## config.mk

```make
export PLATFORM = sky130hd
export DESIGN_NAME = sarc_alu
export DESIGN_NICKNAME = d
export VERILOG_FILES = /design/src/rtl/core/sarc_pkg.sv /design/src/rtl/core/sarc_alu.sv
export SDC_FILE = /design/constraint.sdc
export NUM_CORES = 1
export LEC_CHECK = 0
export CAP_MARGIN = 20
export CORE_AREA = 8 8 56 58
export DETAILED_ROUTE_END_ITERATION = 12
export DIE_AREA = 0 0 64 66
export DONT_BUFFER_PORTS = 1
export GPL_ROUTABILITY_DRIVEN = 0
export PLACE_DENSITY_LB_ADDON = 0.2
export SYNTH_ARGS = -nofsm -noshare
export SYNTH_HDL_FRONTEND = slang
export SYNTH_SLANG_ARGS = --single-unit
```

## constraint.sdc

```tcl
create_clock -name vclk -period 3.2
set_input_delay 0.48 -clock vclk [all_inputs]
set_output_delay 0.48 -clock vclk [all_outputs]
set_load 0.005 [all_outputs]
```

## src/rtl/core/sarc_pkg.sv

```systemverilog
// sarc_pkg: shared types and constants of the swap slot reference count allocator
// no dependencies; used by every file under rtl/core
package sarc_pkg;

    localparam int CountW = 16;
    localparam int FieldW = 13;
    localparam logic [CountW-1:0] CountMax = 16'hFFFF;

    // configuration register indexes
    localparam logic CFG_ENABLED    = 1'b0;
    localparam logic CFG_SLOT_COUNT = 1'b1;

    typedef enum logic [1:0] {
        MODE_ALLOC = 2'd0,
        MODE_TAKE  = 2'd1,
        MODE_DROP  = 2'd2,
        MODE_QUERY = 2'd3
    } t_mode;

    typedef enum logic [2:0] {
        STAT_OK          = 3'd0,
        STAT_BAD         = 3'd1,
        STAT_REF_FREE    = 3'd2,
        STAT_DOUBLE_FREE = 3'd3,
        STAT_FULL        = 3'd4
    } t_status;

    typedef enum logic [2:0] {
        ST_CLEAR,
        ST_IDLE,
        ST_SCAN,
        ST_READ,
        ST_EXEC
    } t_state;

    typedef enum logic [1:0] {
        ALU_PASS,
        ALU_INC_SAT,
        ALU_DEC
    } t_alu_op;

    typedef struct packed {
        logic in_zero;
        logic res_zero;
    } t_alu_flags;

endpackage

```

## src/rtl/core/sarc_alu.sv

```systemverilog
// sarc_alu: shared count unit, saturating increment, decrement and zero detect
// depends on sarc_pkg for the op code and flag types
module sarc_alu (
    input  sarc_pkg::t_alu_op           i_op,
    input  logic [sarc_pkg::CountW-1:0] i_count,
    output logic [sarc_pkg::CountW-1:0] o_result,
    output sarc_pkg::t_alu_flags        o_flags
);

    logic [sarc_pkg::CountW-1:0] w_res;

    // one add unit, operand chosen by the op
    always_comb begin
        unique case (i_op)
            sarc_pkg::ALU_INC_SAT: begin
                w_res = (i_count == sarc_pkg::CountMax) ? i_count : i_count + 1'b1;
            end
            sarc_pkg::ALU_DEC: begin
                w_res = i_count - 1'b1;
            end
            default: begin
                w_res = i_count;
            end
        endcase
    end

    assign o_result         = w_res;
    assign o_flags.in_zero  = (i_count == '0);
    assign o_flags.res_zero = (w_res == '0);

endmodule

```

-- Word level (Yosys, flattened, before mapping)
Index checks and enable logic that the tools add are counted.
W data, S select, Z words.
- register bits after elaboration: 0
- input port bits: 18
- logic and storage cells: 9
- add/subtract/negate cells: 2
- equality and inequality tests: 3
- multiplexer cells: 2
- reduce and logical (&&, ||, !) cells: 2
- operators by type and width (operator ; count):
    $logic_not A16 Y1 ; 2
    $pmux W16 S2 ; 1
    $add A16 B1 Y16 const B ; 1
    $eq A16 B16 Y1 const B ; 1
    $mux W16 ; 1
    $sub A16 B1 Y16 const B ; 1
    $eq A2 B1 Y1 const B ; 1
    $eq A2 B2 Y1 const B ; 1

-- Depth between registers and ports, before layout
Gate-level depths: netlist (run 1).
- word-level depth: 4
- depth in mapped cells: 11
- mapped depth without buffers: 9

-- Least setup slack after synthesis (run 1)
No wires, ideal clock.
- path type: input port to output port
- start point: input i_count[0] (netlist bit)
- end point: output o_flags[0] (netlist bit)
- arrival time: 2735 ps
- required time: 2720 ps
- path slack: -15 ps
- cell stages on the path: 11
- buffers on the path: 2
- path through: clkbuf_1 inv_1 ha_1 or3b_1 clkbuf_1 nor4_1 mux2i_1 o22ai_1 or3_1 nor4_1 and4_1
- RTL lines (item ; line ; text):
    from (decl) ; sarc_alu.sv:5 ; input logic [sarc_pkg::CountW-1:0] i_count,
    to (decl) ; sarc_alu.sv:7 ; output sarc_pkg::t_alu_flags o_flags

==> flow_summary.ini, run 1 <==
[global_routing]
globalRouteOverflowTotal = 0
maximum_number_of_pins_on_one_net_before_global_route_repair = 15
grt_usage_pct = 17.7
antenna_found_initial = 0
grt_pass1_vias = 1395
grt_first_pass_wirelength_mm = 6.42

[synth]
synth_common_cells = 20 x sky130_fd_sc_hd__nor2_1, 17 x sky130_fd_sc_hd__nand2_1, 12 x sky130_fd_sc_hd__a21oi_1
synth.avg_cell_area_um2 = 6.15
synth.lib_cells_used.distinct = 47
yosys.area_share.xor_xnor_pct = 0
combinational_family_with_the_most_area_after_synthesis = simple AND/OR/NAND/NOR gates
synth.area.top_cells = sky130_fd_sc_hd__mux2i_1 8.5%, sky130_fd_sc_hd__nor2_1 6.4%, sky130_fd_sc_hd__nor4_1 5.8%, sky130_fd_sc_hd__nand2_1 5.4%, sky130_fd_sc_hd__ha_1 5.3%
yosysSeqAreaShare_pct = 0
synth_compound_area_share_pct = 25.5
synthMostInstantiatedCell = sky130_fd_sc_hd__nor2_1
synth_area_leader_cell = sky130_fd_sc_hd__mux2i_1
post_synth_instance_area_um2 = 1180
synth_nets = 215
yosysWarnings = 0
yosys.area.top_type_share_pct = 8.47
postSynthCellCount = 192
synth_simple_gate_area_share_pct = 48.4
adder_and_majority_gate_portion_of_the_synthesized_area_pct = 5.30
post_synth_mux_area_share_pct = 10.4

[timing]
timing_worst_slew_pin_value_ns = 0.569
timing.slew.headroom_pct = 62.0
maxClockFrequency_mhz = 321
setup_violations = 0
layout_worst_path_cycle_share_pct = 97.5
timing.final.hold_violations = 0
timing.final.max_slew_violations = 0
timing.final.crit_period_ns = 3.12
timing.final.ws_setup_ns = 0.0803
finalSetupTns_ns = 0

[routing]
routed_via_density = 7.00
firstDrtPassIters = 5
num_vias = 1541
wl_per_cell_um = 18.9
drtAntennaViolNets = 0
route.detailed.drc = 0
drt_first_iter_violations = 125
finalWirelength_mm = 4.15

[finish]
insertedDiodeCount = 0
sequential_cell_total = 0
drive_gt1_share_pct = 17.9
final_nets = 215
areaGrowthSynthToFinish_pct = 10.8
fillers = 229
area_taken_by_flip_flops_and_latches_um2 = 0
layout.clock_buffers = 0
final_cell_count_no_fill = 220

[hold_path]
holdCritPathClass = primary input to primary output

[job]
cap_violations = 0

[setup_path]
critical_path.endpoint = o_flags[0]
end_kind = primary output
crit_path_start = i_count[2]
worstSetupPathType = primary input to primary output
worst_ep_arrival_time_ns = 2.64
critical_path.max_fanout = 12
timing.critical_path.from_type = primary input
critPathRequiredTime_ns = 2.72

[floorplan]
core.rowCount = 18
pin_count = 36
start_util_pct = 50.9
fp.dieH_um = 66
fp.coreArea_um2 = 2320
fp.dieArea_um2 = 4220
fp.dieW_um = 64

[placement]
hpwlAfterDp_mm = 3.20
io_buffer_count = 0
placed_cell_count = 220
detailedPlace.worstSlack_ns = 0.0269

[power_and_ir_drop]
irDropWorstVdd_mv = 0.103
cellLeakagePower_uw = 0.000463
pwr_density_cell_nw_per_um2 = 115

[status]
outcome = finished, final reports clean
## placed cells by master (no fill, tap or decap), types with 3 or more instances in the layout
cell type,n
sky130_fd_sc_hd__nor2_1,20
sky130_fd_sc_hd__buf_4,18
sky130_fd_sc_hd__nand2_1,17
sky130_fd_sc_hd__a21oi_1,12
sky130_fd_sc_hd__mux2i_1,10
sky130_fd_sc_hd__nand3_1,10
sky130_fd_sc_hd__inv_1,9
sky130_fd_sc_hd__nor4_1,7
sky130_fd_sc_hd__or3_1,7
sky130_fd_sc_hd__nor3_1,7
sky130_fd_sc_hd__o21ai_0,7
sky130_fd_sc_hd__nand4_1,5
sky130_fd_sc_hd__ha_1,5
sky130_fd_sc_hd__or4_1,4
sky130_fd_sc_hd__nor4_2,4
sky130_fd_sc_hd__or4_4,3
sky130_fd_sc_hd__o22ai_1,3
sky130_fd_sc_hd__o21bai_1,3
## per-layer routing
metal | wire length [um] | vias to the layer above | GRT usage [%]
met5 | 0 | - | 0
met4 | 67 | 0 | 5.85
met3 | 539 | 9 | 3.90
met2 | 1960 | 103 | 31.5
met1 | 1580 | 707 | 20.5
li1 | - | 722 | -
## per-stage QoR
step,power [uW],util (%),hold slack [ns],area [um^2]
after CTS,144,55.0,1.08,1270
after global placement,141,55.0,1.08,1270
final,151,56.4,1.08,1310
after global routing,162,56.4,1.09,1310
after floorplan,112,-,1.06,1190
after detailed placement,144,55.0,1.08,1270
## worst min path at each step
| stage | cells after the start | start | endpoint | slack [ns] |
|---|---|---|---|---|
| after detailed placement | 2 | i_count[7] | o_result[7] | 1.08 |
| after floorplan | 2 | i_count[7] | o_result[7] | 1.06 |
| final | 2 | i_count[7] | o_result[7] | 1.08 |
| after global placement | 2 | i_count[7] | o_result[7] | 1.08 |
| after CTS | 2 | i_count[7] | o_result[7] | 1.08 |
| after global routing | 2 | i_count[7] | o_result[7] | 1.09 |
## worst max-delay path, cell delays in order
cell and delay (ns):
sky130_fd_sc_hd__or4_1 0.67, sky130_fd_sc_hd__nor4_1 0.42, sky130_fd_sc_hd__mux2i_1 0.23, sky130_fd_sc_hd__nor2_1 0.06
sky130_fd_sc_hd__a311o_1 0.36, sky130_fd_sc_hd__nor3_1 0.17, sky130_fd_sc_hd__and4_1 0.25
## repair_timing
item,4_1_cts,5_1_grt
resized for setup,0,7
endpoints found under the setup margin,0,1
hold buffers,0,0
setup buffers,0,0
endpoints found under the hold margin,0,0
## final cells by class
class                      count  area [um^2]  share of cell area [%]
tap                           30         37.5                    2.87
timing repair buffer          18          135                    10.3
inverter                      10         37.5                    2.87
multi-input combinational    162         1100                    83.9
## where the power goes
group / switching [uW] / total (uW) / internal (uW)
clock network: 0 / 0 / 0
registers: 0 / 0 / 0
logic: 86.2 / 151 / 64.4
## cell families after synthesis
logic type,after synthesis
and+or+nand+nor,101
AOI/OAI and AO/OA,44
buffers and inverters,30
muxes,12
adders and majority gates,5
No activity file was read; power rests on OpenSTA's default activity.
==> inputs of run 2 (changes only) <==
==> constraint.sdc (replaced) <==
create_clock -name vclk -period 3.4
set_input_delay 0.51 -clock vclk [all_inputs]
set_output_delay 0.51 -clock vclk [all_outputs]
set_load 0.005 [all_outputs]
==> run 2 against run 1 <==
  * Combinational power is 15% lower
  * Worst hold slack improved by 0.058 ns
  * Total power shrank 15%
  * Global-route usage is 0.42 points higher
  * Cell count shrank 3.2%
  * Sequential cell count is the same
  * First-iteration DRC count is 16% higher
  * Sequential share of layout area stayed put
  * Routed wire length down 0.82%
  * Critical path depth is 2 higher
  * Utilization decreased by 2.4 points
  * Via count fell by 2.3%
==> flow_summary.ini, run 2 (synthesis gave the netlist of run 1 again) <==
[finish]
final_cell_count_no_fill = 213
drive_gt1_share_pct = 12.0
area_taken_by_flip_flops_and_latches_um2 = 0
layout.clock_buffers = 0
fillers = 253
mostFrequentLayoutCells = 20 x sky130_fd_sc_hd__nor2_1, 17 x sky130_fd_sc_hd__nand2_1, 12 x sky130_fd_sc_hd__a21oi_1
sequential_cell_total = 0
areaGrowthSynthToFinish_pct = 6.04
final_nets = 208
insertedDiodeCount = 0
most_common_library_cell_in_the_layout_ignoring_fill_and_taps = sky130_fd_sc_hd__nor2_1
multiInputGateArea_um2 = 1080

[setup_path]
worstSetupPathType = primary input to primary output
timing.critical_path.from_type = primary input
worst_ep_arrival_time_ns = 2.76
end_kind = primary output
crit_path_start = i_count[1]
critical_path.max_fanout = 7
critPathRequiredTime_ns = 2.89

[job]
cap_violations = 0

[power_and_ir_drop]
p_total_uw = 129
cellLeakagePower_uw = 0.000435
clock_power_share_pct = 0
cell_internal_power_uw = 51.6
power_switching_uw = 77.2
share_comb_of_total_power_pct = 100.0
irDropWorstVdd_mv = 0.112
pwr_density_cell_nw_per_um2 = 103
power.switching_fraction_pct = 59.9
sequentialPowerShare_pct = 0

[floorplan]
pin_count = 36
fp.dieH_um = 66
start_util_pct = 50.9
fp.coreArea_um2 = 2320
fp.dieW_um = 64
core.rowCount = 18
fp.dieArea_um2 = 4220

[routing]
drt_first_iter_violations = 145
firstDrtPassIters = 5
drtAntennaViolNets = 0
finalWirelength_mm = 4.12
wl_per_cell_um = 19.3
num_vias = 1506
route.detailed.drc = 0
routed_via_density = 7.07

[global_routing]
grt_pass1_vias = 1373
antenna_found_initial = 0
maximum_number_of_pins_on_one_net_before_global_route_repair = 36
globalRouteOverflowTotal = 0
grt_first_pass_wirelength_mm = 6.64
grt_usage_pct = 18.2

[clock_tree]
buffers_inserted_during_post_cts_setup_optimization = 0

[timing]
setup_violations = 0
maxClockFrequency_mhz = 306
timing_worst_slew_pin_value_ns = 0.700
layout_worst_path_cycle_share_pct = 96.1
timing.slew.headroom_pct = 52.7
timing.final.max_slew_violations = 0
finalSetupTns_ns = 0
timing.final.hold_violations = 0
hold_ws_ns = 1.14
timing.final.crit_period_ns = 3.27

[placement]
placed_cell_count = 213
hpwlAfterDp_mm = 3.10
io_buffer_count = 0

[hold_path]
hold_end = o_result[14]
holdCritPathClass = primary input to primary output
hold_path_startpoint = i_count[14]
min_path_cells = 2

[status]
outcome = finished, final reports clean
-- run 2: cell count changes in the layout (fill, tap and decap cells not counted) --
cell,before,now
sky130_fd_sc_hd__nor4_4,1,2
sky130_fd_sc_hd__nor4_1,7,9
sky130_fd_sc_hd__or4_1,4,6
sky130_fd_sc_hd__buf_12,0,1
sky130_fd_sc_hd__buf_4,18,10
sky130_fd_sc_hd__nor3_1,7,8
sky130_fd_sc_hd__nor4_2,4,1
sky130_fd_sc_hd__or4_4,3,1
sky130_fd_sc_hd__nor3_2,2,1
-- run 2: through the flow --
stage          area [um^2]  util, %  worst slack, ns
2_1_floorplan         1180        -            0.125
3_3_place_gp          1230     53.0          -0.0847
3_5_place_dp          1230     53.0          -0.0441
4_1_cts               1230     53.2           0.0406
5_1_grt               1250     54.0         -0.00210
6_report              1250     54.0            0.133
-- run 2: how the worst max path moves through the flow --
stage	to	slack, ns	depth (start not counted)
2_1_floorplan	o_flags[0]	0.13	11
3_3_place_gp	o_flags[0]	-0.08	9
3_5_place_dp	o_flags[0]	-0.04	9
4_1_cts	o_flags[0]	0.04	9
5_1_grt	o_flags[0]	-0.002	9
6_report	o_flags[0]	0.13	9
-- run 2: critical path: stages --
cell	delay [ns]
sky130_fd_sc_hd__inv_1	0.08
sky130_fd_sc_hd__ha_1	0.22
sky130_fd_sc_hd__or3b_4	0.46
sky130_fd_sc_hd__nor4_4	0.32
sky130_fd_sc_hd__mux2i_1	0.22
sky130_fd_sc_hd__o22ai_1	0.12
sky130_fd_sc_hd__or3_1	0.44
sky130_fd_sc_hd__nor4_2	0.13
sky130_fd_sc_hd__and4_1	0.26
-- run 2: layer usage --
layer,share of wire (%),GRT usage (%)
met1,39,21.4
met2,49,33.8
met3,12,3.90
met4,0.49,1.67
met5,0,0
-- run 2: area by class of cell --
type / count / area share, %
multi-input cells: 162 / 86.4
well taps: 30 / 3.00
inverters: 10 / 3.00
repair buffers: 11 / 7.59
-- run 2: what timing repair did --
item | in CTS | in global routing
endpoints found under the setup margin | 1 | 1
resized for setup | 1 | 3
gates cloned | 0 | 0
hold endpoints to repair | 0 | 0
pin swaps | 0 | 1
hold buffers | 0 | 0
-- run 2: power by group through the flow --
stage / clock (uW) / combinational (uW) / sequential [uW]
finish: 0 / 129 / 0
global route: 0 / 141 / 0
CTS: 0 / 125 / 0
detailed placement: 0 / 124 / 0
global placement: 0 / 122 / 0
floorplan: 0 / 105 / 0
